--- config.mk ---
export PLATFORM = sky130hd
export DESIGN_NAME = utf8_hiragana_to_katakana
export DESIGN_NICKNAME = d
export VERILOG_FILES = /design/src/rtl/uhk_pkg.sv /design/src/rtl/utf8_hiragana_to_katakana.sv /design/src/rtl/uhk_decode.sv /design/src/rtl/uhk_out_queue.sv
export SDC_FILE = /design/constraint.sdc
export NUM_CORES = 1
export LEC_CHECK = 0
export CAP_MARGIN = 20
export CORE_MARGIN = 1
export CORE_UTILIZATION = 49
export CTS_BUF_LIST = sky130_fd_sc_hd__clkbuf_8
export DETAILED_ROUTE_END_ITERATION = 10
export DONT_BUFFER_PORTS = 1
export GPL_ROUTABILITY_DRIVEN = 1
export GPL_TIMING_DRIVEN = 1
export HOLD_SLACK_MARGIN = 0.05
export SLEW_MARGIN = 5
export SYNTH_ARGS = -nofsm -noshare
export SYNTH_HDL_FRONTEND = slang
export SYNTH_SLANG_ARGS = --single-unit
export TNS_END_PERCENT = 10
--- constraint.sdc ---
create_clock -name aclk -period 5.2 [get_ports aclk]
set_input_delay 0.26 -clock aclk [delete_from_list [all_inputs] [get_ports aclk]]
set_output_delay 0.26 -clock aclk [all_outputs]
set_load 0.02 [all_outputs]
--- src/rtl/uhk_pkg.sv ---
package uhk_pkg;

    localparam logic [7:0]  LEAD_BYTE   = 8'hE3;
    localparam logic [7:0]  CONT_MASK   = 8'hC0;
    localparam logic [7:0]  CONT_TAG    = 8'h80;
    localparam logic [7:0]  LOW4_MASK   = 8'h0F;
    localparam logic [7:0]  LOW6_MASK   = 8'h3F;
    localparam logic [15:0] HIRA_FIRST  = 16'h3041;
    localparam logic [15:0] HIRA_LAST   = 16'h3096;
    localparam logic [15:0] KATA_OFFSET = 16'h0060;
    localparam logic [7:0]  THREE_TAG   = 8'hE0;

    localparam int MAX_RESULTS = 3;
    localparam int QUEUE_DEPTH = 8;
    localparam int QUEUE_AW    = $clog2(QUEUE_DEPTH);
    localparam int QUEUE_CW    = $clog2(QUEUE_DEPTH + 1);

    // Result bytes produced by one input byte, oldest in data[0].
    typedef struct packed {
        logic [1:0]                   count;
        logic [MAX_RESULTS-1:0][7:0]  data;
    } uhk_group_t;

endpackage

--- src/rtl/utf8_hiragana_to_katakana.sv ---
// UTF-8 hiragana to katakana stream converter.
// Input channel s_*: one byte per request (s_in_byte) with s_end_of_text on the
// final byte of a text, which flushes anything held. Output channel m_*: one
// byte per request (m_out_byte); m_run_last marks the final byte produced by
// a given input byte. Both channels use valid/ready.
// A lead byte 0xE3 and one continuation byte are held until the sequence is
// complete; a hiragana code point is re-encoded as katakana, anything else
// passes unchanged. cfg_we/cfg_wdata write convert_enable (reset 1); write it
// only while the block is idle.
// A request waits in the input register; its result bytes then enter the
// eight-entry output queue once it has room and are offered from then on.
// Throughput: one byte per cycle sustained while the receiver is ready. An input
// byte may yield up to three bytes, drained one a cycle while m_ready is high;
// the input stalls only while the queue lacks room for three more bytes, which
// a held sequence never causes at full rate. Reset (aresetn low, synchronous)
// empties the queue, drops held bytes and sets convert_enable. When the receiver
// stalls, the queue fills and s_ready falls; no byte is lost.
module utf8_hiragana_to_katakana (
    input  logic       aclk,
    input  logic       aresetn,
    input  logic       cfg_we,
    input  logic       cfg_wdata,
    input  logic       s_valid,
    output logic       s_ready,
    input  logic [7:0] s_in_byte,
    input  logic       s_end_of_text,
    output logic       m_valid,
    input  logic       m_ready,
    output logic [7:0] m_out_byte,
    output logic       m_run_last
);

    logic                in_valid_reg;
    logic [7:0]          in_byte_reg;
    logic                in_end_reg;
    logic                room;
    logic                fire;
    uhk_pkg::uhk_group_t group;

    always_comb begin
        fire    = in_valid_reg && room;
        s_ready = !in_valid_reg || room;
    end

    always_ff @(posedge aclk) begin
        if (!aresetn) begin
            in_valid_reg <= 1'b0;
        end else if (s_ready) begin
            in_valid_reg <= s_valid;
        end
    end

    always_ff @(posedge aclk) begin
        if (s_ready && s_valid) begin
            in_byte_reg <= s_in_byte;
            in_end_reg  <= s_end_of_text;
        end
    end

    uhk_decode u_decode (
        .aclk        (aclk),
        .aresetn     (aresetn),
        .cfg_we      (cfg_we),
        .cfg_wdata   (cfg_wdata),
        .fire        (fire),
        .in_byte     (in_byte_reg),
        .end_of_text (in_end_reg),
        .group       (group)
    );

    uhk_out_queue u_out_queue (
        .aclk       (aclk),
        .aresetn    (aresetn),
        .group      (group),
        .room       (room),
        .m_valid    (m_valid),
        .m_ready    (m_ready),
        .m_out_byte (m_out_byte),
        .m_run_last (m_run_last)
    );

endmodule

--- src/rtl/uhk_decode.sv ---
module uhk_decode (
    input  logic              aclk,
    input  logic              aresetn,
    input  logic              cfg_we,
    input  logic              cfg_wdata,
    input  logic              fire,
    input  logic [7:0]        in_byte,
    input  logic              end_of_text,
    output uhk_pkg::uhk_group_t group
);

    logic        convert_enable_reg;
    logic [1:0]  held_count_reg, held_count_next;
    logic [7:0]  held_second_reg, held_second_next;

    logic        is_cont;
    logic        is_lead_hold;
    logic [15:0] code_point;
    logic [15:0] kata;
    logic        is_hira;

    always_comb begin
        is_cont      = (in_byte & uhk_pkg::CONT_MASK) == uhk_pkg::CONT_TAG;
        is_lead_hold = (in_byte == uhk_pkg::LEAD_BYTE) && !end_of_text;
        code_point   = {(uhk_pkg::LEAD_BYTE[3:0] & uhk_pkg::LOW4_MASK[3:0]),
                        (held_second_reg[5:0] & uhk_pkg::LOW6_MASK[5:0]),
                        (in_byte[5:0] & uhk_pkg::LOW6_MASK[5:0])};
        is_hira      = (code_point >= uhk_pkg::HIRA_FIRST) &&
                       (code_point <= uhk_pkg::HIRA_LAST);
        kata         = code_point + uhk_pkg::KATA_OFFSET;
    end

    always_comb begin
        group            = '0;
        held_count_next  = 2'd0;
        held_second_next = held_second_reg;
        if (!convert_enable_reg) begin
            // pass through: release anything held, then the byte itself
            case (held_count_reg)
                2'd1: begin
                    group.count   = 2'd2;
                    group.data[0] = uhk_pkg::LEAD_BYTE;
                    group.data[1] = in_byte;
                end
                2'd2: begin
                    group.count   = 2'd3;
                    group.data[0] = uhk_pkg::LEAD_BYTE;
                    group.data[1] = held_second_reg;
                    group.data[2] = in_byte;
                end
                default: begin
                    group.count   = 2'd1;
                    group.data[0] = in_byte;
                end
            endcase
        end else begin
            case (held_count_reg)
                2'd1: begin
                    if (is_cont && !end_of_text) begin
                        held_second_next = in_byte;
                        held_count_next  = 2'd2;
                    end else if (!is_cont && is_lead_hold) begin
                        group.count     = 2'd1;
                        group.data[0]   = uhk_pkg::LEAD_BYTE;
                        held_count_next = 2'd1;
                    end else begin
                        group.count   = 2'd2;
                        group.data[0] = uhk_pkg::LEAD_BYTE;
                        group.data[1] = in_byte;
                    end
                end
                2'd2: begin
                    if (is_cont && is_hira) begin
                        group.count   = 2'd3;
                        group.data[0] = uhk_pkg::THREE_TAG | {4'h0, kata[15:12]};
                        group.data[1] = uhk_pkg::CONT_TAG | {2'b00, kata[11:6]};
                        group.data[2] = uhk_pkg::CONT_TAG | {2'b00, kata[5:0]};
                    end else if (!is_cont && is_lead_hold) begin
                        group.count     = 2'd2;
                        group.data[0]   = uhk_pkg::LEAD_BYTE;
                        group.data[1]   = held_second_reg;
                        held_count_next = 2'd1;
                    end else begin
                        group.count   = 2'd3;
                        group.data[0] = uhk_pkg::LEAD_BYTE;
                        group.data[1] = held_second_reg;
                        group.data[2] = in_byte;
                    end
                end
                default: begin
                    if (is_lead_hold) begin
                        held_count_next = 2'd1;
                    end else begin
                        group.count   = 2'd1;
                        group.data[0] = in_byte;
                    end
                end
            endcase
        end
        // no request consumed: emit nothing and hold state
        if (!fire) begin
            group            = '0;
            held_count_next  = held_count_reg;
            held_second_next = held_second_reg;
        end
    end

    always_ff @(posedge aclk) begin
        if (!aresetn) begin
            convert_enable_reg <= 1'b1;
            held_count_reg     <= 2'd0;
            held_second_reg    <= 8'h00;
        end else begin
            if (cfg_we) begin
                convert_enable_reg <= cfg_wdata;
            end
            held_count_reg  <= held_count_next;
            held_second_reg <= held_second_next;
        end
    end

`ifndef ASSERT_OFF
    a_held_count_range: assert property (@(posedge aclk) disable iff (!aresetn)
        held_count_reg != 2'd3)
        else $error("held count reached an unused code");

    a_pass_holds_nothing: assert property (@(posedge aclk) disable iff (!aresetn)
        fire && !convert_enable_reg |=> held_count_reg == 2'd0)
        else $error("bytes held while conversion is off");

    a_end_flushes: assert property (@(posedge aclk) disable iff (!aresetn)
        fire && end_of_text |=> held_count_reg == 2'd0)
        else $error("bytes held after end of text");
`endif

endmodule

--- src/rtl/uhk_out_queue.sv ---
module uhk_out_queue (
    input  logic                aclk,
    input  logic                aresetn,
    input  uhk_pkg::uhk_group_t group,
    output logic                room,
    output logic                m_valid,
    input  logic                m_ready,
    output logic [7:0]          m_out_byte,
    output logic                m_run_last
);

    localparam int AW = uhk_pkg::QUEUE_AW;
    localparam int CW = uhk_pkg::QUEUE_CW;

    logic [7:0]    byte_mem [uhk_pkg::QUEUE_DEPTH];
    logic          last_mem [uhk_pkg::QUEUE_DEPTH];
    logic [AW-1:0] wr_ptr_reg, wr_ptr_next;
    logic [AW-1:0] rd_ptr_reg, rd_ptr_next;
    logic [CW-1:0] count_reg, count_next;
    logic          pop;

    always_comb begin
        pop        = m_valid && m_ready;
        // room for a full group once this cycle's pop has left
        room       = ({1'b0, count_reg} + CW'(uhk_pkg::MAX_RESULTS)) <=
                     ({1'b0, CW'(uhk_pkg::QUEUE_DEPTH)} + {{CW{1'b0}}, pop});
        m_valid    = count_reg != '0;
        m_out_byte = byte_mem[rd_ptr_reg];
        m_run_last = last_mem[rd_ptr_reg];
        wr_ptr_next = wr_ptr_reg + AW'(group.count);
        rd_ptr_next = rd_ptr_reg + AW'(pop);
        count_next  = count_reg + CW'(group.count) - CW'(pop);
    end

    always_ff @(posedge aclk) begin
        for (int i = 0; i < uhk_pkg::MAX_RESULTS; i++) begin
            if (i < int'(group.count)) begin
                byte_mem[wr_ptr_reg + AW'(i)] <= group.data[i];
                last_mem[wr_ptr_reg + AW'(i)] <= (i == int'(group.count) - 1);
            end
        end
    end

    always_ff @(posedge aclk) begin
        if (!aresetn) begin
            wr_ptr_reg <= '0;
            rd_ptr_reg <= '0;
            count_reg  <= '0;
        end else begin
            wr_ptr_reg <= wr_ptr_next;
            rd_ptr_reg <= rd_ptr_next;
            count_reg  <= count_next;
        end
    end

`ifndef ASSERT_OFF
    a_count_bound: assert property (@(posedge aclk) disable iff (!aresetn)
        count_reg <= CW'(uhk_pkg::QUEUE_DEPTH))
        else $error("output queue overfilled");

    a_ptr_match: assert property (@(posedge aclk) disable iff (!aresetn)
        AW'(wr_ptr_reg - rd_ptr_reg) == count_reg[AW-1:0])
        else $error("queue pointers disagree with fill count");

    a_out_stable: assert property (@(posedge aclk) disable iff (!aresetn)
        m_valid && !m_ready |=> m_valid && $stable(m_out_byte) && $stable(m_run_last))
        else $error("result changed while stalled");
`endif

endmodule

==> results of run 1 <==
## synth_stat cells (3+ instances only)
cell       count  area, um^2
a211oi_1       9        67.6
a21o_1         3        22.5
a21oi_1       23         115
a221oi_1       8        70.1
a22o_1         4        35.0
a31oi_1        3        18.8
and2_1        14        87.6
and3_1         7        43.8
clkbuf_1      27         101
dfxtp_1       22         440
edfxtp_1      81        2430
ha_1          16         200
inv_1         25        93.8
mux2_2         9         101
mux2i_1       16         160
mux4_2        18         405
nand2_1       32         120
nand2b_1       9        56.3
nand3_1       12        60.1
nand4_1        8        50.1
nand4b_1       4        35.0
nor2_1        26        97.6
nor2b_1       11        68.8
nor3_1         6        30.0
nor4_1         4        25.0
o2111ai_1      3        26.3
o211ai_1      10        75.1
o21ai_0       28         140
o21ai_1        3        15.0
o221ai_1      29         254
o22ai_1        4        25.0
or3_1          3        18.8
xnor2_1        3        26.3
xor2_1         4        35.0
## path summary, 6_finish.rpt
check,startpoint,to
setup / recovery,u_out_queue.count_reg[2]$_SDFF_PN0_,u_out_queue.byte_mem[0][1]$_DFFE_PP_
hold / removal,m_ready,u_out_queue.rd_ptr_reg[0]$_SDFF_PN0_
setup reg to reg,u_out_queue.count_reg[2]$_SDFF_PN0_,u_out_queue.byte_mem[0][1]$_DFFE_PP_
hold reg to reg,u_decode.held_second_reg[7]$_SDFFE_PN0P_,u_decode.held_second_reg[7]$_SDFFE_PN0P_
## per-layer routing
metal  part of all wire (%)  up-vias  wire length (um)  GRT usage [%]
li1                       -     2090                 -              -
met1                     43     2234              6770           33.7
met2                     49      211              7660           43.8
met4                    2.1        0               339           9.69
met3                    6.4       28              1010           5.51
met5                      0        -                 0              0
## cell families after synthesis
group                      synth area share (%)
muxes                                      11.2
and+or+nand+nor                            13.9
adders and majority gates                  4.19
AOI/OAI and AO/OA                          17.7
xor gates and xnor gates                   1.03
DFF                                        48.1
buffers and inverters                      3.92
## stage by stage
step           power, uW  instances
3_3_place_gp        1790        648
3_5_place_dp        1810        648
6_report            2240        676
4_1_cts             2260        676
5_1_grt             2370        676
2_1_floorplan       1650        529
## placed cells by master, fill, tap and decap left out, types with 9 or more instances in the layout
| master | netlist | routed |
|---|---|---|
| nor2_1 | 26 | 26 |
| dfxtp_1 | 22 | 22 |
| o221ai_1 | 29 | 29 |
| ha_1 | 16 | 16 |
| o211ai_1 | 10 | 10 |
| inv_1 | 25 | 26 |
| edfxtp_1 | 81 | 81 |
| mux2i_1 | 16 | 16 |
| nand3_1 | 12 | 12 |
| a21oi_1 | 23 | 23 |
| nand2_1 | 32 | 32 |
| and2_1 | 14 | 14 |
| mux2_2 | 9 | 9 |
| nor2b_1 | 11 | 11 |
| o21ai_0 | 28 | 28 |
| a211oi_1 | 9 | 9 |
| clkbuf_8 | 0 | 9 |
| mux4_2 | 18 | 18 |
| nand2b_1 | 9 | 9 |
| dlygate4sd3_1 | 0 | 12 |
## cell type report
cell class / instances / area (um^2) / area share [%]
multi-input combinational: 368 / 2860 / 45.0
tap: 143 / 179 / 2.81
clock inverter: 7 / 41.3 / 0.649
inverter: 26 / 97.6 / 1.53
sequential: 103 / 2870 / 45.2
timing repair buffer: 20 / 180 / 2.83
clock buffer: 9 / 124 / 1.95
## report_power, final
part | total, uW | switching (uW) | internal (uW) | leakage [uW]
Combinational | 734 | 422 | 312 | 0.00121
Clock | 447 | 277 | 170 | 0.0000838
Sequential | 1060 | 77.5 | 984 | 0.000933
## worst reg2reg max path, stage by stage, from the launching register on
cell	delay [ns]
dfxtp_1	0.41
inv_1	0.08
ha_1	0.19
nand2_1	0.18
and2_1	0.24
ha_1	0.25
inv_1	0.08
o211a_1	0.23
o211a_1	0.48
nand2_2	0.26
inv_1	0.45
nor2_1	0.17
o211ai_1	0.82
==> qor.yml, run 1 <==
sta:
  clock_skew_ns: 0.0137
  hold_viol_final: 0
  finalCritPeriodShare_pct: 80.9
  fin_setup_tns_ns: 0
  slew_viol_final: 0
  rsz0062_at_grt: "false"
  min_period_ns: 4.21
  fmax_mhz: 238
  tightestPinTransition_ns: 1.11
  fin_ws_ns: 0.992
  holdWs_ns: 0.321
  setup_viol_count_final: 0
  relSlewSlack_pct: 25.4
clocking:
  cts_hold_buf: 12
  cts_made_buffers: 9
  htree_levels: 3
  cts_tree: "done"
  cts_resized: 0
  cts_sinks: 103
  clockRootBuffer: "clkbuf_8"
  postCtsSetupRepairBufs: 0
  clock_latency_ns: 0.39
  path_clk_slew_ns: 0.10
  clock_path_buffers: 2
worst_setup_path:
  cp.buffers_inverters: 3
  crit_required_ns: 5.22
  slowest_delay_ns: 0.82
  r2r_cells: 12
  cp_top_family: "compound AO/OA/AOI/OAI gates"
  cp.depth: 12
  path_cells: "inv_1, ha_1, nand2_1, and2_1, ha_1, inv_1, o211a_1, o211a_1, nand2_2, inv_1, nor2_1, o211ai_1"
  cpMaxStageDelayCell: "o211ai_1"
  cp_max_fo: 16
  critPathMostFrequentCell: "inv_1"
  arrival_ns: 4.23
  rrSetupSlack_ns: 0.99
  end_kind: "flip-flop"
  path_class: "reg -> reg"
  cp-start-kind: "flip-flop"
final_layout:
  largest_register: "u_out_queue.byte_mem"
  final_nets: 561
  layout-drive-gt1-share_pct: 12.0
  syn_to_final_growth_pct: 6.50
  num-fill-cells: 1011
  antenna_cells: 0
  largest_reg_flops: 64
  fin_util_pct: 54.5
  final_area_um2: 6360
drt:
  drc: 0
  drtAntennaViolNets: 0
  drt_iter0_drc: 399
  vias: 4563
  dr.pass1.iters: 4
  avgRoutedWirePerCell_um: 23.3
  wirelength_mm: 15.8
  viasPerCell: 6.75
placed_design:
  pre_cts_ws_ns: 1.03
  portBuffers: 0
  place_area_um2: 6070
  hpwl_mm: 11.3
  gp_congestion: 0.871
die:
  rows: 39
  ios: 26
  die_w_um: 112
  die_h_um: 112
  die_area_um2: 12600
  coreArea_um2: 11700
  initial_core_util_pct: 51.2
power:
  vdd.ir_drop.worst_uv: 264
  p_leak_uw: 0.00223
  power_density_nw_per_um2: 353
logic_synthesis:
  ys_ff_latch: 103
  post_synth.cell_area_avg_um2: 11.3
  synth_cell_types: 65
  synthCells: 529
  syn_nets: 562
  ys.flop_type: "edfxtp_1"
  async_flop_share_pct: 0
  ys_warn_count: 0
  ys_seq_area_share_pct: 48.1
  syn-cell-area_um2: 5970
  synth_edf_count: 81
worst_hold_path:
  min_delay_path_depth: 3
  min_path_type: "in -> reg"
global_routing:
  grt_max_degree: 23
  grt_pass1_wl_mm: 24.8
  grt_pass1_vias: 4485
  grt_use_total_pct: 26.2
  grt_overflow: 0
  antenna_found_initial: 0
status:
  status: "complete, no violations"
flow_run:
  maxCapViolCount: 0
No activity file was read; power rests on OpenSTA's default activity.
==> run 2, diff against run 1 <==
==> constraint.sdc (replaced) <==
create_clock -name aclk -period 4.4 [get_ports aclk]
set_input_delay 0.22 -clock aclk [delete_from_list [all_inputs] [get_ports aclk]]
set_output_delay 0.22 -clock aclk [all_outputs]
set_load 0.02 [all_outputs]
==> run 2 against run 1 <==
Effect of this change:
- register-to-register slack worse by 0.40 ns
- worst setup slack worse by 0.40 ns
- sequential power is 18% higher
- non-clock buffer count is 10 higher
- hold slack worse by 0.065 ns
- fmax is 10% higher
- power is 22% higher
- die area stayed put
- sequential share of layout area is 0.69 points lower
- final cell count is 1.5% higher
- utilization is 0.85 points higher
==> qor.yml, run 2 (synthesized netlist as in run 1, its figures left out) <==
status:
  status: "complete, no violations"
placed_design:
  place_area_um2: 6150
  hpwl_mm: 11.2
  pre_cts_ws_ns: 0.620
  portBuffers: 0
  gp_congestion: 0.860
sta:
  setup_viol_count_final: 0
  relSlewSlack_pct: 32.7
  fmax_mhz: 262
  rsz0062_at_grt: "false"
  fin_setup_tns_ns: 0
  slew_viol_final: 0
  fin_ws_ns: 0.590
  finalCritPeriodShare_pct: 86.6
  clock_skew_ns: 0.0116
  hold_viol_final: 0
  holdWs_ns: 0.256
  tightestPinTransition_ns: 1.01
  min_period_ns: 3.81
worst_setup_path:
  path_cells: "inv_1, ha_1, nand2_1, and2_1, ha_1, inv_1, o211a_1, o2111ai_1, nor3_2, inv_2, or3_1, o211ai_1"
  arrival_ns: 3.83
  cp_max_fo: 13
  path_class: "reg -> reg"
  cpMaxStageDelayCell: "or3_1"
  end_kind: "flip-flop"
  crit_required_ns: 4.42
  slowest_delay_ns: 0.56
  cp-start-kind: "flip-flop"
final_layout:
  fin_util_pct: 55.4
  final_cell_mix: "edfxtp_1 (81), nand2_1 (32), o221ai_1 (29)"
  layout_commonest_cell: "edfxtp_1"
  largest_reg_flops: 64
  syn_to_final_growth_pct: 8.15
  final_nets: 571
  largest_register: "u_out_queue.byte_mem"
  layout-drive-gt1-share_pct: 13.6
  antenna_cells: 0
  final_area_um2: 6460
clocking:
  htree_levels: 3
  path_clk_slew_ns: 0.09
  cts_made_buffers: 9
  clock_latency_ns: 0.39
  cts_resized: 0
  clock_path_buffers: 2
  cts_sinks: 103
  cts_tree: "done"
  clockRootBuffer: "clkbuf_8"
drt:
  wirelength_mm: 15.4
  vias: 4521
  viasPerCell: 6.59
  dr.pass1.iters: 5
  drtAntennaViolNets: 0
  drc: 0
  avgRoutedWirePerCell_um: 22.5
  drt_iter0_drc: 381
global_routing:
  grt_overflow: 0
  grt_pass1_vias: 4515
  grt_pass1_wl_mm: 24.7
  grt_max_degree: 23
  antenna_found_initial: 0
  grt_use_total_pct: 26.1
power:
  p_leak_uw: 0.00230
  power_density_nw_per_um2: 423
  vdd.ir_drop.worst_uv: 258
die:
  coreArea_um2: 11700
  rows: 39
  initial_core_util_pct: 51.2
  die_w_um: 112
  die_area_um2: 12600
  die_h_um: 112
  ios: 26
worst_hold_path:
  min_path_type: "in -> reg"
flow_run:
  maxCapViolCount: 0
==> run 2: path summary, 6_finish.rpt <==
kind	start	end	slack, ns	depth (start not counted)
setup reg to reg	u_out_queue.count_reg[0]$_SDFF_PN0_	u_out_queue.byte_mem[0][3]$_DFFE_PP_	0.59	12
hold / removal	m_ready	u_out_queue.rd_ptr_reg[0]$_SDFF_PN0_	0.26	3
setup / recovery	u_out_queue.count_reg[0]$_SDFF_PN0_	u_out_queue.byte_mem[0][3]$_DFFE_PP_	0.59	12
hold reg to reg	u_decode.held_second_reg[7]$_SDFFE_PN0P_	u_decode.held_second_reg[7]$_SDFFE_PN0P_	0.48	2
==> run 2: repair_timing <==
item,in CTS,in global routing
setup buffers,0,0
hold buffers,12,0
endpoints found under the hold margin,31,0
==> run 2: power by group <==
part	switching [uW]	internal (uW)	total (uW)
registers	91.8	1160	1250
logic	505	377	882
clock network	333	259	592
total	930	1800	2730
==> run 2: stage by stage <==
stage / total power [uW] / cells
global placement: 2140 / 658
detailed placement: 2140 / 658
global route: 2870 / 686
finish: 2730 / 686
CTS: 2740 / 686
floorplan: 1950 / 529
==> run 2: cell type report <==
type / instances / area [um^2]
inverter: 26 / 97.6
clock buffer: 9 / 124
fill: 1001 / 5200
multi-input combinational: 368 / 2860
sequential: 103 / 2870
clock inverter: 7 / 65.1
tap: 143 / 179
timing repair buffer: 30 / 255
==> run 2: critical path: cells and delay by family (launching register included) <==
kind	cells	cell delay (ns)
buffers and inverters	3	0.35
flip-flops	1	0.37
AO/OA/AOI/OAI	3	0.97
adder cells (fa/ha/maj)	2	0.47
AND/OR/NAND/NOR	4	1.28
==> run 2: routing by layer <==
| metal | share of wire [%] | global-route usage (%) | vias up |
|---|---|---|---|
| li1 | - | - | 2109 |
| met1 | 42 | 33.6 | 2181 |
| met2 | 49 | 43.3 | 197 |
| met3 | 6.1 | 3.83 | 34 |
| met4 | 2.8 | 13.0 | 0 |
| met5 | 0 | 0 | - |
==> run 3, diff against run 2 <==
--- a/config.mk
+++ b/config.mk
@@ -14,6 +14,7 @@
 export GPL_ROUTABILITY_DRIVEN = 1
 export GPL_TIMING_DRIVEN = 1
 export HOLD_SLACK_MARGIN = 0.05
+export PLACE_DENSITY = 0.75
 export SLEW_MARGIN = 5
 export SYNTH_ARGS = -nofsm -noshare
 export SYNTH_HDL_FRONTEND = slang
==> run 3 against run 2 <==
Effect of this change:
- combinational power rose by 1%
- via count rose by 2.8%
- sequential cell count did not move
- cell area is 0.74% lower
- non-clock buffer count shrank 6
- clock-buffer cell count unchanged
==> qor.yml, run 3 (synthesized netlist as in run 1, its figures left out) <==
sta:
  min_period_ns: 3.77
  hold_viol_final: 0
  tightestPinTransition_ns: 1.01
  finalCritPeriodShare_pct: 85.6
  setup_viol_count_final: 0
  fmax_mhz: 265
  slew_viol_final: 0
  clock_skew_ns: 0.0191
  rsz0062_at_grt: "false"
  relSlewSlack_pct: 32.6
  fin_setup_tns_ns: 0
clocking:
  htree_levels: 3
  cts_tree: "done"
  clock_latency_ns: 0.40
  postCtsSetupRepairBufs: 0
  clock_path_buffers: 2
  cts_resized: 0
  cts_hold_buf: 12
  path_clk_slew_ns: 0.10
  clockRootBuffer: "clkbuf_8"
  cts_sinks: 103
  cts_made_buffers: 9
die:
  coreArea_um2: 11700
  die_area_um2: 12600
  initial_core_util_pct: 51.2
  die_h_um: 112
  die_w_um: 112
  rows: 39
  ios: 26
final_layout:
  final_cell_mix: "edfxtp_1 (81), nand2_1 (32), o221ai_1 (29)"
  final_nets: 565
  layout-drive-gt1-share_pct: 13.0
  num-fill-cells: 982
  fin_util_pct: 55.0
  largest_reg_flops: 64
  largest_register: "u_out_queue.byte_mem"
  antenna_cells: 0
  layout_commonest_cell: "edfxtp_1"
  syn_to_final_growth_pct: 7.36
global_routing:
  grt_pass1_vias: 4523
  grt_overflow: 0
  antenna_found_initial: 0
  grt_pass1_wl_mm: 24.3
  grt.busiest_layer: "met2"
  grt_max_degree: 23
  use_met2_pct: 41.6
  grt_use_total_pct: 25.1
  use_met1_pct: 33.3
  met3_usage_pct: 5.08
status:
  status: "complete, no violations"
worst_setup_path:
  cp-start-kind: "flip-flop"
  crit_required_ns: 4.69
  end_kind: "flip-flop"
  cp_max_fo: 13
  path_class: "reg -> reg"
  arrival_ns: 4.06
placed_design:
  hpwl_mm: 10.9
  portBuffers: 0
  gp_congestion: 0.955
power:
  power_density_nw_per_um2: 426
  vdd.ir_drop.worst_uv: 313
  p_leak_uw: 0.00227
drt:
  viasPerCell: 6.84
  drc: 0
  drtAntennaViolNets: 0
  vias: 4649
  avgRoutedWirePerCell_um: 22.2
  dr.pass1.iters: 5
  drt_iter0_drc: 577
  wirelength_mm: 15.1
worst_hold_path:
  min_path_type: "in -> reg"
flow_run:
  maxCapViolCount: 0
[run 3: cell count changes in the layout (fill, tap and decap cells not counted), sizes merged]
| cell | before | now |
|---|---|---|
| clkinv | 5 | 2 |
| bufinv | 1 | 0 |
| inv | 27 | 31 |
| buf | 18 | 12 |
[run 3: final cells by class]
class / count / area, um^2 / share of cell area [%]
Sequential cell: 103 / 2870 / 44.8
Clock buffer: 9 / 124 / 1.93
Inverter: 26 / 97.6 / 1.52
Clock inverter: 7 / 62.6 / 0.976
Tap cell: 143 / 179 / 2.79
Timing Repair Buffer: 24 / 210 / 3.28
Multi-Input combinational cell: 368 / 2860 / 44.7
[run 3: worst max-delay path, stage by stage, from the launching register on]
cell and delay, ns:
dfxtp_1 0.34, inv_1 0.09, ha_1 0.19, nand2_1 0.19, and2_1 0.26, ha_1 0.28, inv_1 0.05, o211a_1 0.26
o2111ai_1 0.37, nor3_2 0.06, buf_4 0.18, inv_2 0.21, ha_1 0.30, inv_1 0.10, ha_1 0.24, a21o_1 0.15
a21oi_1 0.17, xor2_1 0.08, and2_1 0.15
[run 3: final timing paths]
kind,start,endpoint,slack (ns),cells past startpoint
worst max-delay path,u_out_queue.count_reg[0]$_SDFF_PN0_,u_out_queue.count_reg[3]$_SDFF_PN0_,0.63,18
worst max register to register,u_out_queue.count_reg[0]$_SDFF_PN0_,u_out_queue.count_reg[3]$_SDFF_PN0_,0.63,18
worst min register to register,u_decode.held_second_reg[6]$_SDFFE_PN0P_,u_decode.held_second_reg[6]$_SDFFE_PN0P_,0.49,1
worst min-delay path,m_ready,u_out_queue.rd_ptr_reg[0]$_SDFF_PN0_,0.27,3
[run 3: metal layers]
layer,vias up,wire (um)
li1,2098,-
met1,2224,6240
met2,280,7160
met3,47,1220
met4,0,462
met5,-,0
[run 3: through the flow]
| step | setup slack [ns] | area [um^2] | hold slack, ns | cells | power (uW) |
|---|---|---|---|---|---|
| 2_1_floorplan | 0.569 | 5970 | 0.319 | 529 | 1950 |
| 3_3_place_gp | 0.778 | 6100 | 0.319 | 652 | 2120 |
| 3_5_place_dp | 0.631 | 6100 | 0.319 | 652 | 2150 |
| 4_1_cts | 0.624 | 6410 | 0.279 | 680 | 2730 |
| 5_1_grt | 0.347 | 6410 | 0.292 | 680 | 2890 |
| 6_report | 0.633 | 6410 | 0.269 | 680 | 2730 |
[run 3: where the power goes]
part / internal [uW] / switching [uW] / leakage, uW
Sequential: 1160 / 88.7 / 0.000933
Combinational: 379 / 516 / 0.00123
Clock: 220 / 364 / 0.0000984
